[config.mk]
export PLATFORM = sky130hd
export DESIGN_NAME = integer_run_length_decoder_v1
export DESIGN_NICKNAME = d
export VERILOG_FILES = /design/src/rtl/core/irle_pkg.sv /design/src/rtl/core/irle_front.sv /design/src/rtl/core/irle_queue.sv /design/src/rtl/core/irle_back.sv /design/src/rtl/core/integer_run_length_decoder_v1.sv
export SDC_FILE = /design/constraint.sdc
export NUM_CORES = 1
export LEC_CHECK = 0
export BUFFER_PORTS_ARGS = -buffer_cell sky130_fd_sc_hd__clkbuf_2
export CORE_AREA = 2 2 206 208
export DETAILED_ROUTE_END_ITERATION = 7
export DIE_AREA = 0 0 208 210
export HOLD_SLACK_MARGIN = 0.12
export RECOVER_POWER = 100
export SLEW_MARGIN = 10
export SYNTH_ARGS = -nofsm -noshare
export SYNTH_HDL_FRONTEND = slang
export SYNTH_SLANG_ARGS = --single-unit
[constraint.sdc]
create_clock -name i_clk -period 8.3 [get_ports i_clk]
set_input_delay 0.83 -clock i_clk [delete_from_list [all_inputs] [get_ports i_clk]]
set_output_delay 0.83 -clock i_clk [all_outputs]
set_load 0.02 [all_outputs]
[src/rtl/core/irle_pkg.sv]
`timescale 1ns / 1ps

package irle_pkg;

    // Sizes of the item fields and of the configuration port.
    localparam int unsigned BYTE_W        = 8;
    localparam int unsigned VALUE_W       = 64;
    localparam int unsigned CFG_IDX_W     = 1;
    localparam int unsigned CFG_DATA_W    = 1;
    localparam int unsigned QUEUE_DEPTH_DEF = 4;

    // Configuration register indexes.
    localparam logic [CFG_IDX_W-1:0] CFG_IDX_VARINT_MODE = 1'b0;
    localparam logic [CFG_IDX_W-1:0] CFG_IDX_SIGNED_MODE = 1'b1;

    // Decoder phases.
    typedef enum logic [2:0] {
        PH_HEADER  = 3'd0,
        PH_DELTA   = 3'd1,
        PH_BASE    = 3'd2,
        PH_LITERAL = 3'd3,
        PH_EMIT    = 3'd4
    } t_phase;

    // Result status codes.
    typedef enum logic [1:0] {
        ST_TAKEN   = 2'd0,
        ST_REFUSED = 2'd1,
        ST_VALUE   = 2'd2,
        ST_EMPTY   = 2'd3
    } t_status;

    // Kind of request carried by one input item.
    typedef enum logic {
        KIND_BYTE    = 1'b0,
        KIND_REQUEST = 1'b1
    } t_kind;

    // One classified request as it travels through the queue.
    typedef struct packed {
        t_kind             kind;
        logic [BYTE_W-1:0] data;
    } t_item;

    // Queue handshake seen from one side.
    typedef struct packed {
        logic  valid;
        t_item item;
    } t_req;

endpackage

[src/rtl/core/irle_front.sv]
`timescale 1ns / 1ps

module irle_front
    import irle_pkg::*;
(
    input  logic              i_clk,
    input  logic              i_rst_n,
    input  logic              i_valid,
    output logic              o_ready,
    input  logic              i_cmd,
    input  logic [BYTE_W-1:0] i_byte,
    output t_req              o_req,
    input  logic              i_req_ready
);

    logic  r_valid;
    t_item r_item;
    logic  n_valid;
    t_item n_item;

    // Take a request whenever the holding stage is empty or drains this cycle.
    assign o_ready = !r_valid || i_req_ready;

    // Classify the incoming request and hold it for the queue.
    always_comb begin
        n_valid = r_valid;
        n_item  = r_item;
        if (r_valid && i_req_ready) begin
            n_valid = 1'b0;
        end
        if (i_valid && o_ready) begin
            n_valid   = 1'b1;
            n_item.kind = i_cmd ? KIND_REQUEST : KIND_BYTE;
            // A value request carries no byte.
            n_item.data = i_cmd ? '0 : i_byte;
        end
    end

    always_ff @(posedge i_clk) begin
        if (!i_rst_n) begin
            r_valid <= 1'b0;
        end else begin
            r_valid <= n_valid;
        end
        r_item <= n_item;
    end

    assign o_req.valid = r_valid;
    assign o_req.item  = r_item;

endmodule

[src/rtl/core/irle_queue.sv]
`timescale 1ns / 1ps

module irle_queue
    import irle_pkg::*;
#(
    parameter int unsigned DEPTH = QUEUE_DEPTH_DEF
) (
    input  logic  i_clk,
    input  logic  i_rst_n,
    input  t_req  i_req,
    output logic  o_ready,
    output t_req  o_req,
    input  logic  i_pop
);

    localparam int unsigned PTR_W = (DEPTH > 1) ? $clog2(DEPTH) : 1;
    localparam int unsigned CNT_W = $clog2(DEPTH + 1);
    localparam logic [PTR_W-1:0] LAST_PTR = PTR_W'(DEPTH - 1);
    localparam logic [CNT_W-1:0] FULL_CNT = CNT_W'(DEPTH);

    t_item            r_mem [DEPTH];
    logic [PTR_W-1:0] r_wr_ptr;
    logic [PTR_W-1:0] r_rd_ptr;
    logic [CNT_W-1:0] r_count;
    logic             push;
    logic             pop;

    assign o_ready = (r_count != FULL_CNT);
    assign push    = i_req.valid && o_ready;
    assign pop     = i_pop && (r_count != '0);

    assign o_req.valid = (r_count != '0);
    assign o_req.item  = r_mem[r_rd_ptr];

    // Pointers wrap at the depth, which need not be a power of two.
    always_ff @(posedge i_clk) begin
        if (!i_rst_n) begin
            r_wr_ptr <= '0;
            r_rd_ptr <= '0;
            r_count  <= '0;
        end else begin
            if (push) begin
                r_wr_ptr <= (r_wr_ptr == LAST_PTR) ? '0 : r_wr_ptr + 1'b1;
            end
            if (pop) begin
                r_rd_ptr <= (r_rd_ptr == LAST_PTR) ? '0 : r_rd_ptr + 1'b1;
            end
            if (push && !pop) begin
                r_count <= r_count + 1'b1;
            end else if (pop && !push) begin
                r_count <= r_count - 1'b1;
            end
        end
    end

    // Entry storage.
    always_ff @(posedge i_clk) begin
        if (push) begin
            r_mem[r_wr_ptr] <= i_req.item;
        end
    end

endmodule

[src/rtl/core/irle_back.sv]
`timescale 1ns / 1ps

module irle_back
    import irle_pkg::*;
(
    input  logic                  i_clk,
    input  logic                  i_rst_n,
    input  logic                  i_cfg_wr_en,
    input  logic [CFG_IDX_W-1:0]  i_cfg_idx,
    input  logic [CFG_DATA_W-1:0] i_cfg_data,
    input  t_req                  i_req,
    output logic                  o_pop,
    output logic                  o_valid,
    input  logic                  i_ready,
    output t_status               o_status,
    output logic [VALUE_W-1:0]    o_value
);

    // Configuration registers.
    logic r_varint_mode;
    logic r_signed_mode;

    // Decoder state.
    t_phase             r_phase,  n_phase;
    logic [7:0]         r_rem,    n_rem;
    logic               r_is_rep, n_is_rep;
    logic [VALUE_W-1:0] r_cur,    n_cur;
    logic [7:0]         r_delta,  n_delta;
    logic [VALUE_W-1:0] r_acc,    n_acc;
    logic [3:0]         r_idx,    n_idx;
    logic               r_vw,     n_vw;

    // Output register.
    logic               r_out_valid,  n_out_valid;
    t_status            r_out_status, n_out_status;
    logic [VALUE_W-1:0] r_out_value,  n_out_value;

    logic               fire;
    logic [7:0]         b;
    logic [7:0]         rem_dec;
    logic [5:0]         vshamt;
    logic [VALUE_W-1:0] asm_acc;
    logic [3:0]         asm_idx;
    logic               asm_done;
    logic [VALUE_W-1:0] asm_value;

    // Work on the queue head whenever the output register is free or being taken.
    assign fire    = i_req.valid && (!r_out_valid || i_ready);
    assign o_pop   = fire;
    assign b       = i_req.item.data;
    assign rem_dec = r_rem - 8'd1;
    // Only byte indexes up to nine shift a group in, so six bits cover the amount.
    assign vshamt  = 6'(r_idx) * 6'd7;

    // Value assembler: folds the current byte into the accumulator.
    always_comb begin
        asm_acc = r_acc;
        asm_idx = (r_idx != 4'd15) ? r_idx + 4'd1 : r_idx;
        if (r_varint_mode) begin
            if (r_idx <= 4'd9) begin
                asm_acc = r_acc | (VALUE_W'(b[6:0]) << vshamt);
            end
            asm_done = !b[7];
            if (r_signed_mode) begin
                asm_value = {1'b0, asm_acc[VALUE_W-1:1]} ^ {VALUE_W{asm_acc[0]}};
            end else begin
                asm_value = asm_acc;
            end
        end else begin
            if (!r_idx[3]) begin
                asm_acc = r_acc | (VALUE_W'(b) << {r_idx[2:0], 3'b000});
            end
            asm_done  = asm_idx[3];
            asm_value = asm_acc;
        end
    end

    // Next state and result for the request at the queue head.
    always_comb begin
        n_phase      = r_phase;
        n_rem        = r_rem;
        n_is_rep     = r_is_rep;
        n_cur        = r_cur;
        n_delta      = r_delta;
        n_acc        = r_acc;
        n_idx        = r_idx;
        n_vw         = r_vw;
        n_out_valid  = r_out_valid;
        n_out_status = r_out_status;
        n_out_value  = r_out_value;

        if (fire) begin
            n_out_valid = 1'b1;
            n_out_value = '0;
            if (i_req.item.kind == KIND_REQUEST) begin
                if (r_phase == PH_EMIT) begin
                    // Next value of a repeat run.
                    n_out_status = ST_VALUE;
                    n_out_value  = r_cur;
                    n_cur        = r_cur + {{(VALUE_W-8){r_delta[7]}}, r_delta};
                    n_rem        = rem_dec;
                    if (rem_dec == 8'd0) begin
                        n_phase = PH_HEADER;
                    end
                end else if (r_vw) begin
                    // Hand over the assembled literal and start the next one.
                    n_out_status = ST_VALUE;
                    n_out_value  = r_cur;
                    n_vw         = 1'b0;
                    n_rem        = rem_dec;
                    if (rem_dec == 8'd0) begin
                        n_phase = PH_HEADER;
                    end else begin
                        n_phase = PH_LITERAL;
                        n_acc   = '0;
                        n_idx   = '0;
                    end
                end else begin
                    n_out_status = ST_EMPTY;
                end
            end else if (r_phase == PH_EMIT || r_vw) begin
                n_out_status = ST_REFUSED;
            end else begin
                n_out_status = ST_TAKEN;
                case (r_phase)
                    PH_HEADER: begin
                        if (!b[7]) begin
                            n_rem    = b + 8'd3;
                            n_is_rep = 1'b1;
                            n_phase  = PH_DELTA;
                        end else begin
                            n_rem    = 8'd0 - b;
                            n_is_rep = 1'b0;
                            n_phase  = PH_LITERAL;
                            n_acc    = '0;
                            n_idx    = '0;
                        end
                    end
                    PH_DELTA: begin
                        n_delta = b;
                        n_phase = PH_BASE;
                        n_acc   = '0;
                        n_idx   = '0;
                    end
                    PH_BASE: begin
                        n_acc = asm_acc;
                        n_idx = asm_idx;
                        if (asm_done) begin
                            n_cur   = asm_value;
                            n_phase = PH_EMIT;
                        end
                    end
                    default: begin
                        n_acc = asm_acc;
                        n_idx = asm_idx;
                        if (asm_done) begin
                            n_cur = asm_value;
                            n_vw  = 1'b1;
                        end
                    end
                endcase
            end
        end else if (i_ready) begin
            n_out_valid = 1'b0;
        end
    end

    // State, configuration and output registers.
    always_ff @(posedge i_clk) begin
        if (!i_rst_n) begin
            r_varint_mode <= 1'b1;
            r_signed_mode <= 1'b1;
            r_phase       <= PH_HEADER;
            r_rem         <= '0;
            r_is_rep      <= 1'b0;
            r_cur         <= '0;
            r_delta       <= '0;
            r_acc         <= '0;
            r_idx         <= '0;
            r_vw          <= 1'b0;
            r_out_valid   <= 1'b0;
        end else begin
            if (i_cfg_wr_en && i_cfg_idx == CFG_IDX_VARINT_MODE) begin
                r_varint_mode <= i_cfg_data[0];
            end
            if (i_cfg_wr_en && i_cfg_idx == CFG_IDX_SIGNED_MODE) begin
                r_signed_mode <= i_cfg_data[0];
            end
            r_phase     <= n_phase;
            r_rem       <= n_rem;
            r_is_rep    <= n_is_rep;
            r_cur       <= n_cur;
            r_delta     <= n_delta;
            r_acc       <= n_acc;
            r_idx       <= n_idx;
            r_vw        <= n_vw;
            r_out_valid <= n_out_valid;
        end
        r_out_status <= n_out_status;
        r_out_value  <= n_out_value;
    end

    assign o_valid  = r_out_valid;
    assign o_status = r_out_status;
    assign o_value  = r_out_value;

    // A repeat run being given out always has values left and is a repeat run.
    a_emit_has_values: assert property (@(posedge i_clk) disable iff (!i_rst_n)
        (r_phase == PH_EMIT) |-> (r_rem != 8'd0) && r_is_rep)
        else $error("repeat run emitting with no values left");

    // A waiting literal only exists inside a literal run.
    a_waiting_in_literal: assert property (@(posedge i_clk) disable iff (!i_rst_n)
        r_vw |-> (r_phase == PH_LITERAL) && !r_is_rep)
        else $error("literal value waiting outside a literal run");

    // Only a given value carries a nonzero payload.
    a_value_zero: assert property (@(posedge i_clk) disable iff (!i_rst_n)
        (r_out_valid && r_out_status != ST_VALUE) |-> (r_out_value == '0))
        else $error("nonzero value with a non-value status");

    // A refused byte leaves the decoder state untouched.
    a_refuse_holds: assert property (@(posedge i_clk) disable iff (!i_rst_n)
        (fire && i_req.item.kind == KIND_BYTE && (r_phase == PH_EMIT || r_vw))
        |=> $stable(r_phase) && $stable(r_rem) && $stable(r_cur))
        else $error("refused byte changed the decoder state");

endmodule

[src/rtl/core/integer_run_length_decoder_v1.sv]
`timescale 1ns / 1ps
// Path: an accepted request goes through the front-end holding stage, the queue and
// the back-end output register. Throughput: one request per cycle while results
// are taken, set by the back end's single decode step; the queue absorbs short output stalls.
// Reset: synchronous, active low; clears the queue, the decoder state and the
// output valid flag, and sets both mode registers to 1.

module integer_run_length_decoder_v1
    import irle_pkg::*;
#(
    parameter int unsigned QUEUE_DEPTH = QUEUE_DEPTH_DEF
) (
    input  logic                  i_clk,
    input  logic                  i_rst_n,
    // Configuration write port.
    input  logic                  i_cfg_wr_en,
    input  logic [CFG_IDX_W-1:0]  i_cfg_idx,
    input  logic [CFG_DATA_W-1:0] i_cfg_data,
    // Request stream.
    input  logic                  s_axis_tvalid,
    output logic                  s_axis_tready,
    input  logic [7:0]            s_axis_tdata,   // [7:0] stream_byte
    input  logic                  s_axis_tuser,   // [0] cmd
    // Result stream.
    output logic                  m_axis_tvalid,
    input  logic                  m_axis_tready,
    output logic [63:0]           m_axis_tdata,   // [63:0] decoded_value
    output logic [1:0]            m_axis_tuser    // [1:0] status
);

    t_req    front_req;
    logic    queue_ready;
    t_req    queue_req;
    logic    queue_pop;
    t_status out_status;

    // Front end: accepts and classifies requests.
    irle_front u_front (
        .i_clk       (i_clk),
        .i_rst_n     (i_rst_n),
        .i_valid     (s_axis_tvalid),
        .o_ready     (s_axis_tready),
        .i_cmd       (s_axis_tuser),
        .i_byte      (s_axis_tdata),
        .o_req       (front_req),
        .i_req_ready (queue_ready)
    );

    // Queue between front and back end.
    irle_queue #(
        .DEPTH (QUEUE_DEPTH)
    ) u_queue (
        .i_clk   (i_clk),
        .i_rst_n (i_rst_n),
        .i_req   (front_req),
        .o_ready (queue_ready),
        .o_req   (queue_req),
        .i_pop   (queue_pop)
    );

    // Back end: run-length decoder and output register.
    irle_back u_back (
        .i_clk       (i_clk),
        .i_rst_n     (i_rst_n),
        .i_cfg_wr_en (i_cfg_wr_en),
        .i_cfg_idx   (i_cfg_idx),
        .i_cfg_data  (i_cfg_data),
        .i_req       (queue_req),
        .o_pop       (queue_pop),
        .o_valid     (m_axis_tvalid),
        .i_ready     (m_axis_tready),
        .o_status    (out_status),
        .o_value     (m_axis_tdata)
    );

    assign m_axis_tuser = out_status;

endmodule
# == Word-level counts from Yosys, hierarchy flattened ==
# Memory sizes are Yosys's and may differ from the RTL's. A register that Yosys moved wholly into a read port is not among the register bits.
# Cells that the tools add are included.
# word_totals
register_bits,238
elab_cells,158
mem_count,1
ram_bits,36
output_inout_bits,68
input_bits,16
# memory_table
name,depth,width,rd,rd_ports_with_merged_regs,write_ports,line,text
u_queue.r_mem,4,9,1,1,1,irle_queue.sv:21,t_item r_mem [DEPTH];
# op_classes
n_mux,66
reduce_logical,35
shifts,2
multipliers,1
eq_ne,18
bitwise,6
order_cmp,1
addsub,9
# ops
operator,n
64-bit two-way mux,19
64-bit OR,2
64-bit case mux with 2 select lines,1
64-bit adder,1
7-bit by 6-bit << shifter with 64-bit output,1
8-bit by 6-bit << shifter with 64-bit output,1
63-bit by 64-bit XOR with 64-bit output,1
8-bit two-way mux,6
4-bit two-way mux,7
3-bit two-way mux,8
2-bit two-way mux,8
1-bit two-way mux,15
6-bit AND reduction,2
5-bit AND reduction,2
2-bit nonzero test,5
3-bit case mux with 3 select lines,1
"8-bit by 2-bit adder with 8-bit output, second input constant",1
1-bit logical AND,8
8-bit zero test,1
"2-bit by 1-bit inequality test with 1-bit output, second input constant",4
4-bit case mux with 2 select lines,1
4-bit AND reduction,2
4-bit nonzero test,2
"1-bit by 8-bit subtractor with 8-bit output, first input constant",1
other kinds (24),38

# == Logic depth before layout (Yosys ltp) ==
# logic_depth
ltp_word,12
depth_mapped,16

# == Hierarchy ==
# From an unflattened synthesis, not the netlist that was laid out.
# hier_totals
cells_unflattened,2102
area_unflattened_um2,18591.6
# modules_own_cells
mod,area_per_inst_um2,instances,seq_area_each_um2,cells_each
irle_back,16428.3,1,5084.9,1981
irle_queue,1778.0,1,1261.2,98
irle_front,385.4,1,290.3,23

# == Least setup slack after synthesis ==
# Ideal clock, no wire load.
# synth_path
path_kind,flip-flop to flip-flop
startpoint,reg u_back.r_delta[7]
endpoint,reg u_back.r_cur[62]
period_less_slack_ns,4.141
required_time_ns,8.205
arrival_ns,4.046
setup_ns,0.095
path_stages_with_launch,13
path_slack_ns,4.159
n_path_buf,1
path_cell_list,dfxtp_1 ha_1 clkbuf_1 a21o_1 o21ai_0 a21oi_1 o311ai_1 a211o_1 nand3_1 a311o_1 o221ai_1 xor2_1 a221oi_1
# synth_between
elab_chain_len,3
# synth_rtl
item,line,text
start: declaration,irle_back.sv:28,"logic [7:0] r_delta, n_delta;"
start signal: assignment,irle_back.sv:193,r_delta <= n_delta;
64-bit adder,irle_back.sv:100,"n_cur = r_cur + {{(VALUE_W-8){r_delta[7]}}, r_delta};"
64-bit two-way mux,irle_back.sv:96,if (r_phase == PH_EMIT) begin
64-bit two-way mux,irle_back.sv:95,if (i_req.item.kind == KIND_REQUEST) begin
end signal: assignment,irle_back.sv:192,r_cur <= n_cur;
end: declaration,irle_back.sv:27,"logic [VALUE_W-1:0] r_cur, n_cur;"
# No other way between the ends. The select of a mux whose other input is x is not followed.
# A chain may end at the register's enable or synchronous reset.

==> results.sh <==
export IMPL_critPathCaptureType="flop"
export IMPL_routed_wl_um=64010
export IMPL_fin_crit_sh_pct=77.29
export IMPL_antenna_found_initial=0
export IMPL_tightestPinTransition_ns=3.329
export IMPL_dr_pass1_iters=6
export IMPL_vias=17320
export IMPL_dp_cells=2675
export IMPL_grt_usage_pct=28.89
export IMPL_syn_avg_cell_area_um2=8.537
export IMPL_cts_sinks=276
export IMPL_synth_nets=2272
export IMPL_p_sw_share_pct=43.95
export IMPL_cts_setup_buffers=0
export IMPL_numCtsBuffers=35
export IMPL_synthDistinctLibCells=92
export IMPL_pwr_share_seq_pct=31.8
export IMPL_synth_flop_cell="dfxtp_1"
export IMPL_finalClockSkew_ns=0.02147
export IMPL_r2r_cells=12
export IMPL_min_to="u_back.o_valid"
export IMPL_vdd_drop_max_uv=227.8
export IMPL_post_route_min_period_ns=6.415
export IMPL_coreArea_um2=41480
export IMPL_cts_hold_buf=0
export IMPL_start_util_pct=44.58
export IMPL_final_util_pct=48.89
export IMPL_critPathSlowestCell="clkbuf_1"
export IMPL_num_rows=75
export IMPL_finalPower_mw=6.271
export IMPL_cts_max_level=2
export IMPL_antennaDiodeCount=0
export IMPL_worstHoldStart="u_back.o_valid"
export IMPL_hold_violations=0
export IMPL_worstPathMaxFanout=46
export IMPL_critPathLaunchType="flop"
export IMPL_die_area_um2=43680
export IMPL_r2r_end="u_back.r_cur[41]"
export IMPL_ys_ff_latch=276
export IMPL_drc=0
export IMPL_crit_chain="mux2i_1 -> mux2i_4 -> buf_4 -> clkinv_1 -> clkbuf_1 -> o21ai_0 -> nand3_1 -> clkbuf_1 -> nor2_1 -> buf_4 -> nand2_1 -> o22ai_1"
export IMPL_maxCapViolations=9
export IMPL_clock_latency_ns=0.56
export IMPL_final_max_slew_viol_count=403
export IMPL_post_layout_nonfiller_instances=2739
export IMPL_tritoncts="built"
export IMPL_setup_viol=0
export IMPL_leakagePower_nw=7.684
export IMPL_grt_pass1_wl_um=99020
export IMPL_drt_initial_drc_count=1814
export IMPL_die_x_um=208
export IMPL_min_path_type="reg -> reg"
export IMPL_drive_gt1_share_pct=7.364
export IMPL_cp_required_ns=8.63
export IMPL_post_drt_via_cell_ratio=6.325
export IMPL_violations="max-capacitance violations, max-slew violations"
export IMPL_synth_top_area_share_pct=18.03
export IMPL_fmax_ghz=0.1559
export IMPL_p_int_mw=3.515
export IMPL_fin_hold_ws_ns=0.4741
export IMPL_critPathArrivalTime_ns=6.74
export IMPL_area_growth_pct=9.676
export IMPL_dp_hpwl_um=44200
export IMPL_rrSetupSlack_ns=1.88
export IMPL_power_density_nw_per_um2=309.2
export IMPL_use_met2_pct=44.58
export IMPL_place_congestion=0.9832
export IMPL_synth_seq_area_share_pct=35.89
export IMPL_io_pins=84
export IMPL_postSynth_asyncResetShare_pct=0
export IMPL_overflow=0
export IMPL_cts_clk_slew_worst_paths_ns=0.06
export IMPL_grt_pass1_vias=16340
export IMPL_rsz0062_at_grt="false"
export IMPL_synth_area_leaders="edfxtp_1 (18%), dfxtp_1 (18%), a21oi_1 (6.5%), ha_1 (5.7%), nor2_1 (4.5%)"
export IMPL_worstSetupPathType="reg -> reg"
export IMPL_fin_nets=2279
export IMPL_grt_max_degree=69
export IMPL_max_stage_delay_ns=1.53
export IMPL_yosys_warnings=0
export IMPL_grt_busiest_layer="met2"
export IMPL_cts_root_buf="clkbuf_16"
export IMPL_synth_top_area_cell="edfxtp_1"
export IMPL_grtUsageMet1_pct=39.28
export IMPL_clkPwrFrac_pct=24.3
export IMPL_power_switching_mw=2.756
export IMPL_met3_usage_pct=5.229
export IMPL_maxSlewHeadroom_pct=-121.9
export IMPL_port_buffers=83
export IMPL_fp_dieH_um=210
export IMPL_detail_route_wl_per_cell_um=23.37
export IMPL_status="finished with violations"
export IMPL_holdPathStages=2
export IMPL_combPwrFrac_pct=43.9
export IMPL_synth_edf_count=111
export IMPL_clockBufferDepth=3
export IMPL_cts_resized=0
export IMPL_syn_area_um2=18490
export IMPL_syn_inst=2166
export IMPL_ant_nets=0
export IMPL_setup_tns_final_ns=0
-- cell type report --
class / count / area (µm²)
Fill cell: 4047 / 21200
Multi-Input combinational cell: 1689 / 11080
Sequential cell: 276 / 6641
Clock buffer: 50 / 1016
Tap cell: 539 / 674.4
Timing Repair Buffer: 117 / 550.5
Inverter: 54 / 203.9
Clock inverter: 14 / 116.4
-- logic make-up after synthesis --
| kind of cell | count (synthesis) | synth area share, % |
|---|---|---|
| simple gates | 692 | 17.81 |
| buf+inv | 201 | 4.270 |
| compound gates | 735 | 26.23 |
| flops | 276 | 35.89 |
| mux | 48 | 3.593 |
| xor+xnor | 124 | 5.874 |
| fa+ha+maj | 90 | 6.334 |
-- routing by layer --
layer  part of all wire [%]  vias up  routed length [µm]
met3                    7.9      185                5069
met2                     44      800               28150
met1                     43     8295               27400
met5                      0        -                   0
li1                       -     8044                   -
met4                    5.3        0                3397
-- cells in the mapped netlist (all sizes together) (6+ instances only) --
master and instances:
mux4 10, o31ai 12, inv 50, mux2i 27, a21oi 249, a221o 18
xnor2 60, edfxtp 111, nand2b 14, mux2 11, o22ai 9, nor3 60
o221ai 20, and3 21, a22oi 37, nor2 225, o211ai 26, o21a 12
nand4 10, nor2b 23, fa 6, nor4 8, or2 6, a31oi 41
o21ai 124, a221oi 22, a21o 45, a311o 6, o21bai 8, xor2 64
nand3 50, a211o 6, or3 10, nand2 157, a32oi 9, and2 90
clkbuf 120, a211oi 51, dfxtp 165, ha 84, buf 27
-- worst max path at each step --
stage | from | cells after the start | endpoint
after floorplan | u_back.r_delta[7] | 12 | u_back.r_cur[62]
after global placement | u_back.r_idx[0] | 16 | u_back.r_cur[58]
after detailed placement | u_back.r_idx[0] | 16 | u_back.r_cur[58]
after CTS | u_back.r_idx[0] | 16 | u_back.r_cur[58]
after global routing | flop | 12 | u_back.r_cur[41]
final | flop | 12 | u_back.r_cur[41]
-- cells in the final DEF, fill, tap and decap left out, drive strengths merged, types with 8 or more instances in the layout --
master,netlist,layout
a21oi,249,249
nor2,225,225
dfxtp,165,165
nand2,157,157
clkbuf,120,142
o21ai,124,124
edfxtp,111,111
and2,90,90
ha,84,84
xor2,64,64
xnor2,60,60
nor3,60,60
a211oi,51,51
inv,50,51
nand3,50,50
a21o,45,45
a31oi,41,41
a22oi,37,37
mux2i,27,27
o211ai,26,26
buf,27,25
nor2b,23,23
a221oi,22,22
and3,21,21
o221ai,20,20
a221o,18,18
nand2b,14,14
clkinv,4,14
o21a,12,12
o31ai,12,12
mux2,11,11
or3,10,10
nand4,10,10
mux4,10,10
o22ai,9,9
a32oi,9,9
nor4,8,8
o21bai,8,8
-- sequential cells by signal (all words and copies together) (netlist names), 2 cells and up, named ones only --
signal / flops
u_back.r_delta: 8
u_back.o_value: 64
u_back.r_rem: 8
u_front.o_req: 9
u_queue.r_count: 3
u_back.r_phase: 3
u_back.r_cur: 64
u_back.r_acc: 64
u_back.r_idx: 4
u_queue.r_mem: 36
u_back.o_status: 2
u_queue.r_rd_ptr: 2
u_queue.r_wr_ptr: 2
-- worst max-delay path: cells and delay by family, from the launching register on --
family	cells	cell delay [ns]
AND/OR/NAND/NOR	3	0.84
buffers and inverters	5	3.57
flip-flops	1	0.78
multiplexers	2	0.45
AO/OA/AOI/OAI	2	0.49
-- stage by stage --
step | cell area, µm² | setup slack [ns]
CTS | 20440 | 3.207
global placement | 19300 | 3.338
detailed placement | 19300 | 3.222
finish | 20280 | 1.885
global route | 20280 | 1.438
floorplan | 18490 | 4.159
-- power by group through the flow --
stage | clock network (mW) | registers, mW | logic [mW]
after global placement | 0 | 2.01 | 2.75
after detailed placement | 0 | 2.01 | 2.78
after floorplan | 0 | 2.15 | 1.74
final | 1.52 | 2.00 | 2.75
after global routing | 1.61 | 2.03 | 2.95
after CTS | 1.55 | 1.98 | 2.79
(Power assumes the default switching activity.)
